===== src/zbr_pkg.sv =====
// ----------------------------------------------------------------------------
// zbr_pkg
// Shared types, op codes and constants for the z-buffered point/line raster.
// ----------------------------------------------------------------------------
package zbr_pkg;

   localparam int COORD_W  = 21;
   localparam int DEPTH_W  = 21;
   localparam int CHAR_W   = 8;
   localparam int BRIGHT_W = 16;
   localparam int FOCAL_W  = 18;
   localparam int CSR_W    = 18;
   localparam int CSR_IDX_W = 1;
   localparam int NUM_W    = 41;   // magnitude of projection numerator
   localparam int DEN_W    = 29;   // 512 * z for z < 2^20
   localparam int MAG_W    = 21;   // |b - a| per axis
   localparam int STEP_W   = 13;   // max |delta| / 256

   localparam logic [1:0] OP_CLEAR = 2'd0;
   localparam logic [1:0] OP_POINT = 2'd1;
   localparam logic [1:0] OP_LINE  = 2'd2;
   localparam logic [1:0] OP_READ  = 2'd3;

   localparam logic [CSR_IDX_W-1:0] CSR_FOCAL = 1'b0;
   localparam logic [CSR_IDX_W-1:0] CSR_BG    = 1'b1;

   localparam logic [FOCAL_W-1:0] FOCAL_RESET = 18'd51200;
   localparam logic [CHAR_W-1:0]  BG_RESET    = 8'd32;

   localparam logic [7:0] RAMP [0:22] = '{
      8'h20, 8'h2E, 8'h2C, 8'h3A, 8'h3B, 8'h69, 8'h72, 8'h73,
      8'h58, 8'h41, 8'h32, 8'h35, 8'h33, 8'h68, 8'h4D, 8'h48,
      8'h47, 8'h53, 8'h23, 8'h39, 8'h42, 8'h26, 8'h40};

   typedef struct packed {
      logic [1:0]                op;
      logic signed [COORD_W-1:0] ax;
      logic signed [COORD_W-1:0] ay;
      logic signed [COORD_W-1:0] az;
      logic signed [COORD_W-1:0] bx;
      logic signed [COORD_W-1:0] by;
      logic signed [COORD_W-1:0] bz;
      logic [CHAR_W-1:0]         ch;
      logic [7:0]                read_col;
      logic [7:0]                read_row;
   } item_type;

   typedef struct packed {
      logic init_busy;
      logic idle;
   } back_status_type;

   // brightness saturates at 255, ramp index = floor(b * 22 / 255)
   function automatic logic [CHAR_W-1:0] ramp_char(input logic [BRIGHT_W-1:0] br);
      logic [7:0]  b;
      logic [12:0] prod;
      logic [4:0]  idx;
      b    = (br > 16'd255) ? 8'hFF : br[7:0];
      prod = 13'(b) * 13'd22;
      idx  = '0;
      for (int k = 1; k <= 22; k++) begin
         if (prod >= 13'(255 * k)) idx = idx + 5'd1;
      end
      return RAMP[idx];
   endfunction

endpackage


===== src/zbr_if.sv =====
// ----------------------------------------------------------------------------
// zbr_if
// Request and response channels with valid/ready handshake.
// ----------------------------------------------------------------------------
interface zbr_req_if;
   logic                               valid;
   logic                               ready;
   logic [1:0]                         op;
   logic signed [zbr_pkg::COORD_W-1:0] ax;
   logic signed [zbr_pkg::COORD_W-1:0] ay;
   logic signed [zbr_pkg::COORD_W-1:0] az;
   logic signed [zbr_pkg::COORD_W-1:0] bx;
   logic signed [zbr_pkg::COORD_W-1:0] by;
   logic signed [zbr_pkg::COORD_W-1:0] bz;
   logic [zbr_pkg::BRIGHT_W-1:0]       brightness;
   logic [7:0]                         read_col;
   logic [7:0]                         read_row;

   modport source (output valid, op, ax, ay, az, bx, by, bz, brightness, read_col,
                   read_row, input ready);
   modport sink   (input valid, op, ax, ay, az, bx, by, bz, brightness, read_col,
                   read_row, output ready);
endinterface



===== src/zbr_front.sv =====
// ----------------------------------------------------------------------------
// zbr_front
// Accepts requests, maps brightness to a ramp character, pushes to queue.
// ----------------------------------------------------------------------------
module zbr_front (
   zbr_req_if.sink                 req,
   input  zbr_pkg::back_status_type status,
   input  logic                    queue_full,
   output logic                    push,
   output zbr_pkg::item_type       push_data
);
   // no transfers while the frame store is being cleared after reset
   assign req.ready = !queue_full && !status.init_busy;
   assign push      = req.valid && req.ready;

   always_comb begin
      push_data.op       = req.op;
      push_data.ax       = req.ax;
      push_data.ay       = req.ay;
      push_data.az       = req.az;
      push_data.bx       = req.bx;
      push_data.by       = req.by;
      push_data.bz       = req.bz;
      push_data.ch       = zbr_pkg::ramp_char(req.brightness);
      push_data.read_col = req.read_col;
      push_data.read_row = req.read_row;
   end
endmodule


===== src/flat_wrapper.sv =====
// flat-port wrapper written by rule: the top's interface ports become plain ports
module zbr_front_flat 
  (status, queue_full, push, push_data, req_valid, req_op, req_ax, req_ay, req_az, req_bx, req_by, req_bz, req_brightness, req_read_col, req_read_row, req_ready);
  zbr_req_if req_i ();
  input  zbr_pkg::back_status_type status;
  input  logic queue_full;
  output logic push;
  output zbr_pkg::item_type push_data;
  input wire logic [$bits(req_i.valid)-1:0] req_valid;
  input wire logic [$bits(req_i.op)-1:0] req_op;
  input wire logic [$bits(req_i.ax)-1:0] req_ax;
  input wire logic [$bits(req_i.ay)-1:0] req_ay;
  input wire logic [$bits(req_i.az)-1:0] req_az;
  input wire logic [$bits(req_i.bx)-1:0] req_bx;
  input wire logic [$bits(req_i.by)-1:0] req_by;
  input wire logic [$bits(req_i.bz)-1:0] req_bz;
  input wire logic [$bits(req_i.brightness)-1:0] req_brightness;
  input wire logic [$bits(req_i.read_col)-1:0] req_read_col;
  input wire logic [$bits(req_i.read_row)-1:0] req_read_row;
  output wire logic [$bits(req_i.ready)-1:0] req_ready;
  assign req_i.valid = req_valid;
  assign req_i.op = req_op;
  assign req_i.ax = req_ax;
  assign req_i.ay = req_ay;
  assign req_i.az = req_az;
  assign req_i.bx = req_bx;
  assign req_i.by = req_by;
  assign req_i.bz = req_bz;
  assign req_i.brightness = req_brightness;
  assign req_i.read_col = req_read_col;
  assign req_i.read_row = req_read_row;
  assign req_ready = req_i.ready;
  zbr_front u_core (.req(req_i), .status(status), .queue_full(queue_full), .push(push), .push_data(push_data));
endmodule

===== config.mk =====
export PLATFORM = sky130hd
export DESIGN_NAME = zbr_front_flat
export DESIGN_NICKNAME = d
export VERILOG_FILES = /design/src/zbr_pkg.sv /design/src/zbr_if.sv /design/src/zbr_front.sv /design/src/flat_wrapper.sv
export SDC_FILE = /design/constraint.sdc
export NUM_CORES = 1
export LEC_CHECK = 0
export BUFFER_PORTS_ARGS = -buffer_cell sky130_fd_sc_hd__buf_2
export CORE_MARGIN = 5
export CORE_UTILIZATION = 26
export DETAILED_ROUTE_END_ITERATION = 12
export PLACE_DENSITY_LB_ADDON = 0.15
export SYNTH_ARGS = -nofsm -noshare
export SYNTH_HDL_FRONTEND = slang
export SYNTH_SLANG_ARGS = --single-unit

===== constraint.sdc =====
create_clock -name vclk -period 33.3
set_clock_uncertainty 0.15 [all_clocks]
set_input_delay 0 -clock vclk [all_inputs]
set_output_delay 0 -clock vclk [all_outputs]
set_load 0.01 [all_outputs]

---- After elaboration in Yosys (flattened, before gate mapping) ----
Memories as Yosys holds them, arrays and structs flattened.
Cells that the tools add are included.
word-level totals
  memory bits (read-only) ................. 256
  memories kept ........................... 1
  output and inout bits ................... 154
  memory bits (writable) .................. 0
  bits in registers ....................... 0
  logic and storage cells ................. 77
  latch bits .............................. 0
  bits of input ports ..................... 164
memories
  memory           depth  width  read ports  clocked after Yosys merged registers in  write ports  RTL line       text
  (no name shown)  32     8      1           0                                        0            zbr_pkg.sv:64  return RAMP[idx];
operators by class
  $lt $le $gt $ge ......................... 24
  multiplexer cells ....................... 25
  shifts and indexed selects .............. 0
  reduce and logical (&&, ||, !) cells .... 4
  div/mod/pow operators ................... 0
  bitwise gates (word level) .............. 1
  eq/ne operators ......................... 0
  multiply operators ...................... 1
  add/sub/neg operators ................... 21
operators with widths
  cell                                                                               number
  5-bit two-way mux                                                                  21
  13-bit by 12-bit >= comparator with 1-bit output (second input constant)           8
  5-bit by 1-bit adder with 5-bit output (second input constant)                     20
  13-bit >= comparator (second input constant)                                       6
  13-bit by 11-bit >= comparator with 1-bit output (second input constant)           4
  13-bit by 10-bit >= comparator with 1-bit output (second input constant)           2
  8-bit two-way mux                                                                  3
  16-bit by 8-bit greater-than comparator with 1-bit output (second input constant)  1
  13-bit by 8-bit >= comparator with 1-bit output (second input constant)            1
  13-bit by 9-bit >= comparator with 1-bit output (second input constant)            1
  8-bit by 4-bit multiplier with 12-bit output (second input constant)               1
  6-bit >= comparator (second input constant)                                        1
  5-bit inverter with 6-bit output                                                   1
  1-bit by 1-bit adder with 2-bit output (second input constant)                     1
  1-bit logical AND                                                                  2
  1-bit logical NOT                                                                  2
  1-bit two-way mux                                                                  1

---- Depth between registers and ports, before layout ----
  depth after elaboration ................. 51
  depth in mapped cells ................... 80

---- Worst setup path before layout ----
OpenSTA, ideal clock, no wires.
  path kind ............................... input-to-output
  from .................................... input req_brightness[14]
  to ...................................... output push_data[17] (netlist name)
  data required time ...................... 33150 ps
  stages .................................. 76
  buffers on the path ..................... 3
  arrival time ............................ 15889 ps
  setup slack ............................. 17261 ps
  path through ............................ nor4_1 > nand2_1 > or2_2 > ha_1 > inv_1 > fa_1 > inv_1 > ha_1 > nand2_2 > o31ai_4 > o221ai_2 > nor2_1 > buf_2 > buf_1 > o2111ai_1 > inv_1 > ha_1 > clkbuf_1 > [... 40 more ...] > ha_1 > mux2_2 > ha_1 > a221o_1 > ha_1 > mux2_2 > ha_1 > mux2_2 > ha_1 > mux2_2 > ha_1 > nand2_1 > nand2_1 > inv_1 > ha_1 > inv_1 > mux4_2 > mux2_4
RTL lines
  what         RTL line            text
  from (decl)  flat_wrapper.sv:17  input wire logic [$bits(req_i.brightness)-1:0] req_brightness;
  to (decl)    flat_wrapper.sv:8   output zbr_pkg::item_type push_data;

==> PnR_summary.wiki <==
{| class="wikitable"
! Metric !! Value
|-
| Effective utilization at floorplan || 0.264
|-
| Finish-stage setup viols || 0
|-
| PwrDens || 36.4 mW/mm^2
|-
| Synth top area share || 0.199
|-
| Data required time of the worst path || 33.15 ns
|-
| Antenna violations before repair || 2
|-
| Synth top cells by count || sky130_fd_sc_hd__buf_4, sky130_fd_sc_hd__nand2_1, sky130_fd_sc_hd__ha_1
|-
| Result of the run || finished clean
|-
| CTS Hold Bufs || 144
|-
| Crit path DAT || 17.72 ns
|-
| Routed length per placed instance || 16.4 um
|-
| Setup TNS || 0 ns
|-
| Power share of the sequential group || 0
|-
| Via count of the first global-routing pass || 5,106
|-
| Buffers added on ports || 28
|-
| Crit-path slowest cell || sky130_fd_sc_hd__xnor2_2
|-
| Cells after Synth || 751
|-
| Largest family of logic cells by synthesized area || buffers and inverters
|-
| Post-CTS Setup Repair Bufs || 0
|-
| Simple-gate share of the synthesized area || 0.204
|-
| Core area || 0.0211 mm^2
|-
| Sequential cell count || 0
|-
| Sequential share of the synthesized area || 0
|-
| Startpoint kind of the worst setup timing path || primary input
|-
| Cell with the most instances after synthesis || sky130_fd_sc_hd__buf_4
|-
| Final core utilization || 0.301
|-
| Horiz. Die Dim || 156 um
|-
| F_max || 56.0 MHz
|-
| Max stage delay on crit path || 0.57 ns
|-
| Compound-gate portion of the synthesized area || 0.224
|-
| Total congestion overflow after global routing || 0
|-
| Number of DRC violations after detailed routing || 0
|-
| Wire length of the first global-routing pass || 26.5 mm
|-
| First-pass DRT Iterations || 6
|-
| Wire length reported by the detailed router || 17.1 mm
|-
| Final cycle utilization of the critical path || 0.537
|-
| IR Drop Worst-Case VDD || 0.0746 mV
|-
| Start point of the worst min-delay path || queue_full
|-
| Nets || 983
|-
| Fraction of synthesized cell area in xor and xnor cells || 0.153
|-
| CP dominant cell by count || sky130_fd_sc_hd__ha_1
|-
| Worst setup path class || in -> out
|-
| Top cells by area, synth || sky130_fd_sc_hd__buf_4, sky130_fd_sc_hd__ha_1, sky130_fd_sc_hd__nand2_1
|-
| Largest net degree at the start of global routing || 21
|-
| Synthesis warning total || 0
|-
| Relative max-transition margin || 0.372
|-
| Maximum net fanout on the critical path || 13
|-
| Post-layout total power || 231 uW
|-
| Number of clock buffer instances in the layout || 0
|-
| Top layer in use || met4
|-
| Switch Pwr || 127 uW
|-
| Critical Path End Type || output port
|-
| Net count after synthesis || 970
|-
| Static leakage power || 0.00264 uW
|-
| Proportion of power drawn by combinational gates || 1.000
|-
| Number of pins exceeding their max-slew limit in the final report || 0
|-
| GRT Resource Usage Total || 0.127
|-
| Clock network fraction of design power || 0
|-
| RSZ-0062 raised after global routing || no
|-
| DR vias/cell || 4.95
|-
| Routed met2 length || 8.48 mm
|-
| Worst hold path type || in -> out
|-
| Post-synthesis cell area || 0.00558 mm^2
|-
| Share of synthesized cell area in full adder, half adder and majority cells || 0.129
|-
| Fin crit period || 17.87 ns
|-
| Hold Path Cell Cnt || 3
|-
| Resized cells post-CTS || 0
|-
| Library cell occupying the most area in the post-synthesis netlist || sky130_fd_sc_hd__buf_4
|-
| Maximum Capacitance Violations || 0
|-
| Register area || 0 um^2
|-
| Violation count after the first detailed-route iteration || 192
|-
| Number of placement rows || 53
|-
| HPWL after detailed placement || 12.8 mm
|-
| Final weighted congestion in routability-driven placement || 0.766
|-
| Met3 Routed Length || 1.12 mm
|-
| Share of cell area taken by muxes after synthesis || 0.0422
|-
| End point of the worst hold path || req_ready
|-
| Final hold violations || 0
|-
| Post-synthesis cell type count || 90
|-
| # IOs || 318
|-
| Antenna Violating Nets Remaining || 0
|-
| Floorplan die area || 0.0245 mm^2
|-
| Post-synthesis to final-layout area growth || 13.8%
|-
| Layout cells sized above 1 || 0.127
|-
| Cell internal power dissipation || 104 uW
|-
| Chip Height || 156 um
|-
| Met1 Wirelength || 7.38 mm
|-
| Switching share of power || 0.550
|-
| Slew at the pin closest to its max-slew limit || 0.936 ns
|-
| Count of vias placed by the detailed router || 5,148
|-
| Post-Synthesis Mean Instance Area || 7.42 um^2
|}
[logic make-up (layout without fill, tap and decap cells)]
family	Yosys count	in the layout
and+or+nand+nor	227	227
xor gates and xnor gates	69	69
AOI/OAI and AO/OA	168	168
buffers and inverters	211	222
other	1	3
muxes	20	20
adders and majority gates	55	55
[per-layer routing]
metal / vias to the layer above / GRT usage
met4: 0 / 0.00702
met3: 6 / 0.0133
met2: 214 / 0.231
li1: 2547 / -
met1: 2381 / 0.169
met5: - / 0
[worst max path at each step]
stage	from	to	slack (ns)	cells after the start
final	req_brightness[14]	push_data[22]	15.43	77
after CTS	req_brightness[14]	push_data[22]	15.28	78
after global routing	req_brightness[11]	push_data[22]	13.67	78
after global placement	req_brightness[11]	push_data[22]	15.42	77
after floorplan	req_brightness[14]	push_data[17]	17.26	76
after detailed placement	req_brightness[11]	push_data[22]	15.38	78
[cell usage in the layout, fill, tap and decap left out, types with 5 or more instances in the layout]
cell type	n
sky130_fd_sc_hd__or3_1	8
sky130_fd_sc_hd__nand3_1	27
sky130_fd_sc_hd__xnor2_2	7
sky130_fd_sc_hd__mux2_2	10
sky130_fd_sc_hd__buf_4	9
sky130_fd_sc_hd__inv_1	41
sky130_fd_sc_hd__xor2_1	19
sky130_fd_sc_hd__a211oi_1	5
sky130_fd_sc_hd__xnor2_1	29
sky130_fd_sc_hd__o21ai_1	6
sky130_fd_sc_hd__xnor3_1	8
sky130_fd_sc_hd__nand4_1	11
sky130_fd_sc_hd__nand2_1	69
sky130_fd_sc_hd__and3_1	5
sky130_fd_sc_hd__o21ai_0	26
sky130_fd_sc_hd__a211oi_2	5
sky130_fd_sc_hd__nor4_1	8
sky130_fd_sc_hd__dlygate4sd3_1	144
sky130_fd_sc_hd__nor2_1	41
sky130_fd_sc_hd__nor3_1	17
sky130_fd_sc_hd__a21o_1	6
sky130_fd_sc_hd__or2_2	8
sky130_fd_sc_hd__and2_1	10
sky130_fd_sc_hd__buf_2	28
sky130_fd_sc_hd__a21oi_1	37
sky130_fd_sc_hd__nor2b_1	5
sky130_fd_sc_hd__o211ai_1	5
sky130_fd_sc_hd__o31ai_1	8
sky130_fd_sc_hd__ha_1	51
sky130_fd_sc_hd__mux2i_1	7
sky130_fd_sc_hd__a31oi_1	13
[power by group through the flow]
stage / logic (uW) / clock network [uW] / registers (uW)
floorplan: 184 / 0 / 0
global placement: 210 / 0 / 0
detailed placement: 211 / 0 / 0
CTS: 232 / 0 / 0
global route: 253 / 0.00000805 / 0
finish: 231 / 0.00000805 / 0
[final cells by class]
class,instances,area [um^2]
diodes,2,5.00
fillers,2308,14700
inverters,41,154
multi-input cells,540,4190
well taps,275,344
repair buffers,181,1650
[stage by stage]
stage	setup slack [ns]	cells	area, um^2	hold slack [ns]
final	15.43	1039	6340	0.0869
after detailed placement	15.38	893	4900	-0.150
after global placement	15.42	893	4900	-0.150
after global routing	13.67	1039	6340	0.107
after floorplan	17.26	751	5580	-0.103
after CTS	15.28	1037	6340	0.0915
[worst max-delay path: cells and delay by family]
kind                       cells  cell delay [ns]
AOI/OAI and AO/OA             16             3.44
xor gates and xnor gates       2             0.77
adders and majority gates     23             7.12
buffers and inverters          7             0.69
muxes                          9             2.64
and+or+nand+nor               20             3.06
No activity file was read; power rests on OpenSTA's default activity.
