<file path="src/zbr_pkg.sv">
// ----------------------------------------------------------------------------
// zbr_pkg
// Shared types, op codes and constants for the z-buffered point/line raster.
// ----------------------------------------------------------------------------
package zbr_pkg;

   localparam int COORD_W  = 21;
   localparam int DEPTH_W  = 21;
   localparam int CHAR_W   = 8;
   localparam int BRIGHT_W = 16;
   localparam int FOCAL_W  = 18;
   localparam int CSR_W    = 18;
   localparam int CSR_IDX_W = 1;
   localparam int NUM_W    = 41;   // magnitude of projection numerator
   localparam int DEN_W    = 29;   // 512 * z for z < 2^20
   localparam int MAG_W    = 21;   // |b - a| per axis
   localparam int STEP_W   = 13;   // max |delta| / 256

   localparam logic [1:0] OP_CLEAR = 2'd0;
   localparam logic [1:0] OP_POINT = 2'd1;
   localparam logic [1:0] OP_LINE  = 2'd2;
   localparam logic [1:0] OP_READ  = 2'd3;

   localparam logic [CSR_IDX_W-1:0] CSR_FOCAL = 1'b0;
   localparam logic [CSR_IDX_W-1:0] CSR_BG    = 1'b1;

   localparam logic [FOCAL_W-1:0] FOCAL_RESET = 18'd51200;
   localparam logic [CHAR_W-1:0]  BG_RESET    = 8'd32;

   localparam logic [7:0] RAMP [0:22] = '{
      8'h20, 8'h2E, 8'h2C, 8'h3A, 8'h3B, 8'h69, 8'h72, 8'h73,
      8'h58, 8'h41, 8'h32, 8'h35, 8'h33, 8'h68, 8'h4D, 8'h48,
      8'h47, 8'h53, 8'h23, 8'h39, 8'h42, 8'h26, 8'h40};

   typedef struct packed {
      logic [1:0]                op;
      logic signed [COORD_W-1:0] ax;
      logic signed [COORD_W-1:0] ay;
      logic signed [COORD_W-1:0] az;
      logic signed [COORD_W-1:0] bx;
      logic signed [COORD_W-1:0] by;
      logic signed [COORD_W-1:0] bz;
      logic [CHAR_W-1:0]         ch;
      logic [7:0]                read_col;
      logic [7:0]                read_row;
   } item_type;

   typedef struct packed {
      logic init_busy;
      logic idle;
   } back_status_type;

   // brightness saturates at 255, ramp index = floor(b * 22 / 255)
   function automatic logic [CHAR_W-1:0] ramp_char(input logic [BRIGHT_W-1:0] br);
      logic [7:0]  b;
      logic [12:0] prod;
      logic [4:0]  idx;
      b    = (br > 16'd255) ? 8'hFF : br[7:0];
      prod = 13'(b) * 13'd22;
      idx  = '0;
      for (int k = 1; k <= 22; k++) begin
         if (prod >= 13'(255 * k)) idx = idx + 5'd1;
      end
      return RAMP[idx];
   endfunction

endpackage

</file>
<file path="src/zbr_queue.sv">
// ----------------------------------------------------------------------------
// zbr_queue
// Short FIFO of classified items between front and back.
// ----------------------------------------------------------------------------
module zbr_queue #(
   parameter int DEPTH = 2
) (
   input  logic              clock,
   input  logic              reset,
   input  logic              push,
   input  zbr_pkg::item_type push_data,
   output logic              full,
   input  logic              pop,
   output logic              head_valid,
   output zbr_pkg::item_type head
);
   localparam int PW = (DEPTH > 1) ? $clog2(DEPTH) : 1;
   localparam int CW = $clog2(DEPTH + 1);

   zbr_pkg::item_type mem_ff [DEPTH];
   logic [PW-1:0] wr_ff, wr_in, rd_ff, rd_in;
   logic [CW-1:0] cnt_ff, cnt_in;
   logic          do_push, do_pop;

   assign full       = (cnt_ff == CW'(DEPTH));
   assign head_valid = (cnt_ff != '0);
   assign head       = mem_ff[rd_ff];
   assign do_push    = push && !full;
   assign do_pop     = pop && head_valid;

   always_comb begin
      wr_in  = wr_ff;
      rd_in  = rd_ff;
      cnt_in = cnt_ff;
      if (do_push) wr_in = (wr_ff == PW'(DEPTH - 1)) ? '0 : wr_ff + PW'(1);
      if (do_pop)  rd_in = (rd_ff == PW'(DEPTH - 1)) ? '0 : rd_ff + PW'(1);
      if (do_push && !do_pop) cnt_in = cnt_ff + CW'(1);
      else if (do_pop && !do_push) cnt_in = cnt_ff - CW'(1);
   end

   always_ff @(posedge clock) begin
      if (reset) begin
         wr_ff  <= '0;
         rd_ff  <= '0;
         cnt_ff <= '0;
      end else begin
         wr_ff  <= wr_in;
         rd_ff  <= rd_in;
         cnt_ff <= cnt_in;
      end
   end

   always_ff @(posedge clock) begin
      if (do_push) mem_ff[wr_ff] <= push_data;
   end
endmodule

</file>
<file path="config.mk">
export PLATFORM = sky130hd
export DESIGN_NAME = zbr_queue
export DESIGN_NICKNAME = d
export VERILOG_FILES = /design/src/zbr_pkg.sv /design/src/zbr_queue.sv
export SDC_FILE = /design/constraint.sdc
export NUM_CORES = 1
export LEC_CHECK = 0
export ABC_CLOCK_PERIOD_IN_PS = 8700
export BUFFER_PORTS_ARGS = -buffer_cell sky130_fd_sc_hd__buf_4
export CELL_PAD_IN_SITES_DETAIL_PLACEMENT = 0
export CELL_PAD_IN_SITES_GLOBAL_PLACEMENT = 2
export CORE_UTILIZATION = 35
export CTS_BUF_LIST = sky130_fd_sc_hd__clkbuf_8
export DETAILED_ROUTE_END_ITERATION = 16
export HOLD_SLACK_MARGIN = 0.02
export PLACE_DENSITY_LB_ADDON = 0.1
export SYNTH_ARGS = -nofsm -noshare
export SYNTH_HDL_FRONTEND = slang
export SYNTH_SLANG_ARGS = --single-unit
</file>
<file path="constraint.sdc">
create_clock -name clock -period 8.7 [get_ports clock]
set_clock_uncertainty 0.1 [all_clocks]
set_input_delay 0.87 -clock clock [delete_from_list [all_inputs] [get_ports clock]]
set_output_delay 0.87 -clock clock [all_outputs]
set_load 0.005 [all_outputs]
</file>
# --- Word level (Yosys, flattened, before mapping) ---
# Memories as Yosys holds them, arrays and structs flattened. A register that Yosys moved wholly into a read port is not among the register bits.
# Cells that the tools add are included.
totals:
  in_bits: 156
  mem_count: 1
  latch_bits: 0
  word_cells: 26
  ramBits: 304
  rom_bits: 0
  out_inout_bits: 154
  regBits: 4
op_classes:
  add_sub_neg: 4
  order_cmp: 0
  n_eq_ne: 1
  div_mod_pow: 0
  n_bitwise: 0
  shifts: 0
  mux: 8
  n_mul: 0
  reduce_logical: 9
memory_table:
  columns: ["memory", "depth", "word_bits", "read_ports", "rd_clocked_by_memory_dff", "write_ports", "line_no", "text"]
  rows:
  - ["mem_ff", 2, 152, 1, 1, 1, "zbr_queue.sv:20", "zbr_pkg::item_type mem_ff [DEPTH];"]
op_table:
  columns: ["cell", "n"]
  rows:
  - ["1-bit 2-to-1 mux", 6]
  - ["1-bit logical AND", 4]
  - ["2-bit 2-to-1 mux", 2]
  - ["2-bit nonzero test", 2]
  - ["1-bit logical NOT", 3]
  - ["1-bit adder, second input constant", 2]
  - ["2-bit by 1-bit adder with 2-bit output, second input constant", 1]
  - ["2-bit == test, second input constant", 1]
  - ["2-bit by 1-bit subtractor with 2-bit output, second input constant", 1]

# --- Longest topological paths before layout ---
# Gate-level depths: netlist (run 1).
depth:
  ltp_word: 7
  ltp_mapped: 6
  mapped_depth_nobuf: 6

# --- Worst setup path after synthesis (run 1) ---
# OpenSTA, ideal clock, no wires.
synth_timing:
  kind: "input to register"
  from: "input push"
  to: "memory mem_ff[1][0] in the netlist's numbering (enable)"
  path_buffers: 0
  arrival_time_ns: 4.537
  required_ns: 8.070
  cell_stages: 3
  setup_time_ns: 0.530
  path_slack_ns: 3.532
  path_cell_list: "inv_1 -> nor2_1 -> and2_1"
synth_between:
  elab_chain_len: 3
synth_lines:
  columns: ["item", "line_no", "text"]
  rows:
  - ["start: declaration", "zbr_queue.sv:10", "input logic push,"]
  - ["1-bit logical AND", "zbr_queue.sv:28", "assign do_push = push && !full;"]
  - ["1-bit 2-to-1 mux", "zbr_queue.sv:54", "if (do_push) mem_ff[wr_ff] <= push_data;"]
  - ["1-bit 2-to-1 mux (implied by the code)", "zbr_queue.sv:54", null]
  - ["end: declaration", "zbr_queue.sv:20", null]
# Every way passes these cells.

==> results of run 1 <==
==> placed cells by master (no fill, tap or decap) <==
| master | synthesis | final |
|---|---|---|
| sky130_fd_sc_hd__a21oi_1 | 2 | 2 |
| sky130_fd_sc_hd__clkinv_2 | 0 | 2 |
| sky130_fd_sc_hd__o21ai_0 | 3 | 3 |
| sky130_fd_sc_hd__nor2_1 | 4 | 4 |
| sky130_fd_sc_hd__or3_1 | 2 | 2 |
| sky130_fd_sc_hd__dfxtp_4 | 0 | 1 |
| sky130_fd_sc_hd__mux2_2 | 72 | 72 |
| sky130_fd_sc_hd__diode_2 | 0 | 2 |
| sky130_fd_sc_hd__xor2_1 | 3 | 3 |
| sky130_fd_sc_hd__dfxtp_1 | 5 | 4 |
| sky130_fd_sc_hd__ha_1 | 1 | 1 |
| sky130_fd_sc_hd__inv_6 | 0 | 2 |
| sky130_fd_sc_hd__nor2b_1 | 1 | 1 |
| sky130_fd_sc_hd__and2_4 | 0 | 1 |
| sky130_fd_sc_hd__or2_2 | 1 | 1 |
| sky130_fd_sc_hd__clkbuf_8 | 0 | 52 |
| sky130_fd_sc_hd__buf_4 | 0 | 313 |
| sky130_fd_sc_hd__clkinv_1 | 0 | 13 |
| sky130_fd_sc_hd__clkinvlp_4 | 0 | 1 |
| sky130_fd_sc_hd__inv_1 | 2 | 15 |
| sky130_fd_sc_hd__mux2_4 | 80 | 80 |
| sky130_fd_sc_hd__edfxtp_1 | 304 | 304 |
==> registers in the layout, summed over array words and instances, names as in the netlist, named ones only <==
register,count
rd_ff,1
mem_ff,304
wr_ff,1
cnt_ff,2
==> critical path, stage by stage, from the launching register on <==
cell and delay [ns]:
sky130_fd_sc_hd__dfxtp_4 1.07, sky130_fd_sc_hd__buf_4 0.71, sky130_fd_sc_hd__mux2_2 0.42, sky130_fd_sc_hd__buf_4 0.15
==> worst max path at each step <==
stage / startpoint / endpoint / slack [ns]
final: register / head[44] / 4.73
after global routing: register / head[44] / 4.50
after CTS: register / head[12] / 4.56
after detailed placement: push / mem_ff[1][129] / 5.01
after global placement: push / mem_ff[1][21] / 5.06
after floorplan: push / mem_ff[1][0] / 3.53
==> kinds of logic (layout without fill, tap and decap cells) <==
kind of cell             Yosys count  after routing
other                              0              2
multiplexers                     152            152
buffers and inverters             19            398
AND/OR/NAND/NOR                    9              9
adder cells (fa/ha/maj)            1              1
AO/OA/AOI/OAI                      5              5
flip-flops                       309            309
XOR/XNOR                           3              3
==> metal layers <==
layer  wire length (um)  share of wire  track usage  vias to the layer above
li1                   -              -            -                     2675
met1               9400           0.40        0.160                     2788
met2              11300           0.47        0.222                      245
met3               2540           0.11       0.0633                       46
met4                553          0.023       0.0497                        0
met5                  0              0            0                        -
==> power breakdown <==
part           internal (uW)  switching, uW
clock                    546            527
sequential              1880           97.0
combinational            647            437
total                   3070           1060
==> stage by stage <==
step / worst slack, ns / utilization
after floorplan: 3.53 / -
after detailed placement: 5.01 / 0.440
after CTS: 4.56 / 0.466
after global placement: 5.06 / 0.440
after global routing: 4.50 / 0.466
final: 4.73 / 0.466
==> area by class of cell <==
| cell class | instances | area, um2 |
|---|---|---|
| fill | 2822 | 17300 |
| clock inverter | 31 | 128 |
| antenna | 2 | 5.00 |
| timing repair buffer | 313 | 2350 |
| clock buffer | 52 | 716 |
| inverter | 2 | 12.5 |
| sequential | 309 | 9230 |
| tap | 442 | 553 |
| multi-input combinational | 170 | 2120 |
==> out/results.txt, run 1 <==
The number of antenna violations at the first check in global routing is 2, and the xor and xnor fraction of the mapped netlist area is 0.00228. The die extent in y is 183 um. By area the synthesized netlist is led by sky130_fd_sc_hd__edfxtp_1 79%, sky130_fd_sc_hd__mux2_4 10%, sky130_fd_sc_hd__mux2_2 7.0%. TritonCTS built the clock tree. The clock tree synthesis step divided the H-tree into 2 levels.

The finished cells cover 15100 um2. After synthesis, the largest family of logic cells by area is multiplexers. Adder and majority cell fraction of the synthesized area: 0.00109. After floorplanning, the core was divided into 66 placement rows.

The detail-routed via count per cell came out at 4.36. The starting density of the core is 0.355. Setup repair after global routing left no endpoint under its margin.

The count of nets left with antenna violations once routing finished came out at 0. The proportion of register bits with asynchronous set or reset after synthesis was 0. The worst register-to-register path has a setup slack of 5.62 ns. The run gives 51 as the number of buffers added by the clock tree synthesis step. The commonest cells after synthesis are 304 x sky130_fd_sc_hd__edfxtp_1, 80 x sky130_fd_sc_hd__mux2_4, 72 x sky130_fd_sc_hd__mux2_2, 10 x sky130_fd_sc_hd__buf_6, 7 x sky130_fd_sc_hd__buf_2.

For the sequential cell area fraction in the yosys report, the log shows 0.802. The run finished with clean final reports. The portion of synthesized cell area occupied by the leading cell type is 0.793. For this block, the routed nets add up to 23.8 mm of wire. The smallest hold slack was 0.394 ns.

The tools report the clock root buffer as sky130_fd_sc_hd__clkbuf_8. In this run, distinct cell masters in the synthesized netlist total 16. The cell depth of the worst flop-to-flop path works out to 4. The maximum resistive drop on vdd is 0.000145 V, and the worst max-slew margin expressed relative to the limit is 0.202.

Counting flops and latches in the post-synthesis netlist gives 309. After legalization and detailed placement, the total HPWL measured 15.5 mm. After clock tree synthesis, the setup repair step added 0 buffers. 310 I/O pins were placed. Overall routing resource usage: 0.137. Of all nets on the critical path, the largest fanout is 69. The largest net degree at the start of global routing was 85; the count of clock tree sinks was 309. The starting DRC count in detailed routing came out at 209. The tools report the launch point of the worst hold path as wr_ff.

The core region area came out at 32500 um2. The synthesized netlist cell count was 498. After clock tree synthesis, the clock-pin slew on the worst setup and hold paths is 0.05 ns. At the worst endpoint, the required time is 7.73 ns.

The data arrival time at the worst-slack endpoint was 3.00 ns; the upper clock frequency limit was 0.252 GHz. The area fraction in compound gates after synthesis is 0.00217, and the pin slew with the least headroom to its limit is 1.20 ns. The number of max-slew violations in the final report came out at 0. At the later pin of the worst-skew pair, clock insertion delay measures 0.55 ns.

Once placement finished, the instance area stood at 14300 um2. For the floorplan die area, the log shows 33600 um2. Hold repair after CTS inserted 0 buffers.

The number of iterations in the first detailed-routing pass is 4. The detail-routed net length per standard cell is 18.0 um. The analysis attributes to cell leakage a power of 0.00576 uW. When the netlist entered floorplanning its net count stood at 655. The fraction of final layout cells sized beyond drive strength 1 is 0.599, and the hold violation count in the final report is 0.

The count of cells along the worst hold path is 2. Maximum count of clock buffers along a single path: 3. The period utilization is 0.456. Port buffering added 309 buffers.

Once placement completed, the tool counted placed cells totaling 1236. In the final timing run, aggregate negative setup slack is 0 ns. Most numerous cell in the Yosys netlist: sky130_fd_sc_hd__edfxtp_1. The worst register-to-register path ends at mem_ff[1][31].

Global-route congestion overflow total: 0. The startpoint identified for the worst register-to-register timing path is cnt_ff[0]. In the routed design, unresolved DRC markers number 0. Once layout is complete, the cells apart from fillers number 1321. The total power per unit cell area was 273 nW/um2; the number of global-route vias before repair was 6121. The simple logic cell fraction of the synthesized area was 0.00402.

The per-instance average area after synthesis came out at 23.1 um2. The kind of start point of the critical path is a register. Compared with the post-synthesis result, the final layout area differs by 31.4%. Max-cap violations in this run came to 0. The wire length of the first global-routing pass is 34.8 mm.

The capture endpoint of the worst hold path is wr_ff. The mapped netlist covers 11500 um2. The largest total area in the synthesized netlist belongs to sky130_fd_sc_hd__edfxtp_1.

The via total after detailed routing is 5754, and the number of gates given a new drive strength after cts is 0. The proportion of synthesized area in mux cells was 0.175. The smallest clock period supported by the final layout is computed as 3.97 ns.

The min-delay analysis places its worst path in the category register to register. Setup violations remaining at the end of the flow were counted as 0. The final net count is 1004.

In the synthesized netlist the dominant register cell turns out to be sky130_fd_sc_hd__edfxtp_1. During synthesis, Yosys emitted a total of 0 warnings. The tools report the routability congestion estimate from global placement as 0.704. Overall power consumption after layout is estimated at 4130 uW. The kind of end point of the critical path was a primary output.

The number of flops mapped to enable cells by yosys came out at 304. Category of the most critical setup path: register to primary output. Die width: 183 um.
Note: power is estimated with default switching activity, not from simulation.
==> run 2: changes to the inputs <==
ABC_CLOCK_PERIOD_IN_PS = 3300   (was 8700)
clock period = 3.3 ns   (was 8.7 ns; I/O delays follow)
==> out/results.txt, run 2 (synthesis gave the netlist of run 1 again) <==
Most frequent standard cell in the layout excluding fill and tap cells: sky130_fd_sc_hd__buf_4. The fraction of the core area covered by cells at the end of the flow came out at 0.519 (+0.0527). For the largest net degree at the start of global routing, the log shows 93 (+9.4%).

The logs give 6378 (+11%) for the via total after detailed routing and 37.7 mm (+8.3%) for the wire length of the first global-routing pass. The final setup violation count was 0 (unchanged). The final net count is 1163 (+16%), and the detail-routed net length per standard cell is 16.8 um (-6.5%).

The clock latency on the worst-skew pair was 0.55 ns (about the same). The category of the most critical setup path is register to primary output. Amount of wire on met3 after detailed routing: 2.26 mm (-11%). Top metal layer carrying routed signals: met4. The count of cells along the worst hold path was 4 (+2). The synthesis-to-finish area growth is 46.3%, and the upper clock frequency limit is 0.387 GHz. The register ranked first by flip-flop count is mem_ff. The total inserted antenna cells is 0 (-2), and the total length of routed wires is 25.1 mm (+5.4%). For the HPWL after detailed placement, the log shows 16.0 mm (+3.3%). Subtracting the final worst setup slack from the clock period gives 2.58 ns.

For the maximum count of clock buffers along a single path, the log shows 3 (unchanged). The fraction of final layout cells sized beyond drive strength 1 was 0.511 (-0.0876); the count of input and output buffers was 309 (unchanged). The number of gates given a new drive strength after cts came out at 0 (unchanged). The tools report the kind of end point of the critical path as a primary output. The total negative slack for setup checks is 0 ns (unchanged). Setup repair after global routing left no endpoint under its margin.

The run gives 4 (unchanged) as the number of iterations in the first detailed-routing pass. The data arrival time at the worst-slack endpoint is 2.15 ns (-0.85 ns). For the total DRC errors in the routed layout, the log shows 0 (unchanged). The total design power came out at 11200 uW (+170%). The die width came out at 183 um (unchanged). Met2 layer wire length in the routed design: 12.0 mm (+5.9%). The startpoint identified for the worst register-to-register timing path is cnt_ff[1].

The number of max-slew violations in the final report came out at 0 (unchanged). For the area of all placed cells without fillers, the log shows 16800 um2 (+11%). The largest registers in the layout are mem_ff (304), cnt_ff (2). The final-layout fill cell count came out at 2733 (-3.2%).

The number of flip-flops in the largest register was 304 (unchanged); the hold violation count in the final report was 0 (unchanged). Total of max-cap violations: 0 (unchanged). The capture endpoint of the worst hold path is wr_ff. The pin slew with the least headroom to its limit works out to 0.593 ns (-0.604 ns).

The detail-routed via count per cell was 4.28 (-1.7%); the required time of the critical path was 2.87 ns (-4.86 ns). The total leakage power is 0.00649 uW (+13%), and the routability congestion estimate from global placement is 0.730 (+3.7%). The tools report the placement row count as 66 (unchanged).

The number of routed nets with antenna violations came out at 0 (unchanged). Clock tree synthesis selected as its root buffer the cell sky130_fd_sc_hd__clkbuf_8. The count of clock tree sinks was 309 (unchanged).

The floorplan die area was 33600 um2 (unchanged); the global-route congestion overflow total was 0 (unchanged). The number of buffers added by the clock tree synthesis step was 52 (+2.0%). The launch point of the worst hold path is push. Maximum resistive drop on vdd: 0.000326 V (+120%).

The run gives 234 (+12%) as the starting DRC count in detailed routing. The die extent in y was 183 um (unchanged). The period utilization came out at 0.782.

The met1 wire length is 10.3 mm (+9.6%), and the number of antenna violations at the first check in global routing is 0 (-2). In this run the critical register-to-register path is captured at mem_ff[0][97]. The run gives 310 (unchanged) as the number of placed I/O pins.

The flow ran to the end, and the final reports show no timing, DRC or antenna violations. The post-CTS clock slew at the launch and capture registers of the worst setup and hold paths is 0.06 ns (about the same). STA classifies the critical path startpoint as a register. The critical-path maximum fanout was 48 (-30%); the count of H-tree levels built during CTS was 2 (unchanged). For the worst max-slew margin expressed relative to the limit, the log shows 0.605 (+0.403).

TritonCTS built the clock tree. Worst setup slack for register-to-register paths: 1.35 ns (-4.27 ns). The area of placed instances came out at 14400 um2 (+0.97%). The library cells used most frequently in the layout, excluding fill and tap cells, are 311 x sky130_fd_sc_hd__buf_4, 304 x sky130_fd_sc_hd__edfxtp_1, 153 x sky130_fd_sc_hd__dlygate4sd3_1. The total power per unit cell area was 667 nW/um2 (+140%). The tightest min-delay check is of the primary input to register type. Overall routing resource usage: 0.147 (+0.00916).

The starting density of the core is 0.355 (unchanged). The cell depth of the worst flop-to-flop path is 4 (unchanged), and the core region area is 32500 um2 (unchanged). The run gives 6976 (+14%) as the number of global-route vias before repair.
[run 2: cell type report]
type	instances	area, um2	share of cell area
clock inverters	43	174	0.0103
inverters	2	11.3	0.000669
multi-input cells	170	2140	0.127
clock buffers	52	716	0.0425
repair buffers	471	4010	0.238
flip-flops and latches	309	9240	0.549
well taps	442	553	0.0329
[run 2: where the power goes]
part | switching, uW | total (uW) | internal (uW)
Clock | 1470 | 2930 | 1460
Sequential | 172 | 5110 | 4940
Combinational | 1300 | 3190 | 1890
Total | 2940 | 11200 | 8290
[run 2: layer usage]
metal | track usage | vias to the layer above
li1 | - | 3009
met1 | 0.174 | 3086
met2 | 0.242 | 238
met3 | 0.0588 | 45
met4 | 0.0483 | 0
met5 | 0 | -
[run 2: per-stage QoR]
step / setup slack (ns) / std cells / hold WS (ns)
after floorplan: -0.0591 / 498 / 0.292
after global placement: 1.29 / 1241 / 0.374
after detailed placement: 1.27 / 1241 / 0.393
after CTS: 0.652 / 1489 / 0.0200
after global routing: 0.599 / 1489 / 0.0537
final: 0.719 / 1489 / 0.0663
[run 2: worst max-delay path, cell delays in order, from the launching register on]
cell and delay (ns):
sky130_fd_sc_hd__dfxtp_4 0.63, sky130_fd_sc_hd__buf_12 0.38, sky130_fd_sc_hd__mux2_2 0.39, sky130_fd_sc_hd__buf_4 0.13
[run 2: worst max-delay path by stage]
stage	end	startpoint	cells after the start	slack, ns
global route	head[135]	register	3	0.60
detailed placement	head[135]	register	3	1.27
global placement	head[129]	register	3	1.29
finish	head[135]	register	3	0.72
floorplan	mem_ff[0][0]	cnt_ff[1]	3	-0.06
CTS	head[135]	register	3	0.65
[run 2: what timing repair did]
| item | in CTS | in global routing |
|---|---|---|
| hold endpoints to repair | 309 | 0 |
| buffers inserted | 0 | 0 |
| hold buffers | 153 | 0 |
| setup endpoints to repair | 0 | 0 |
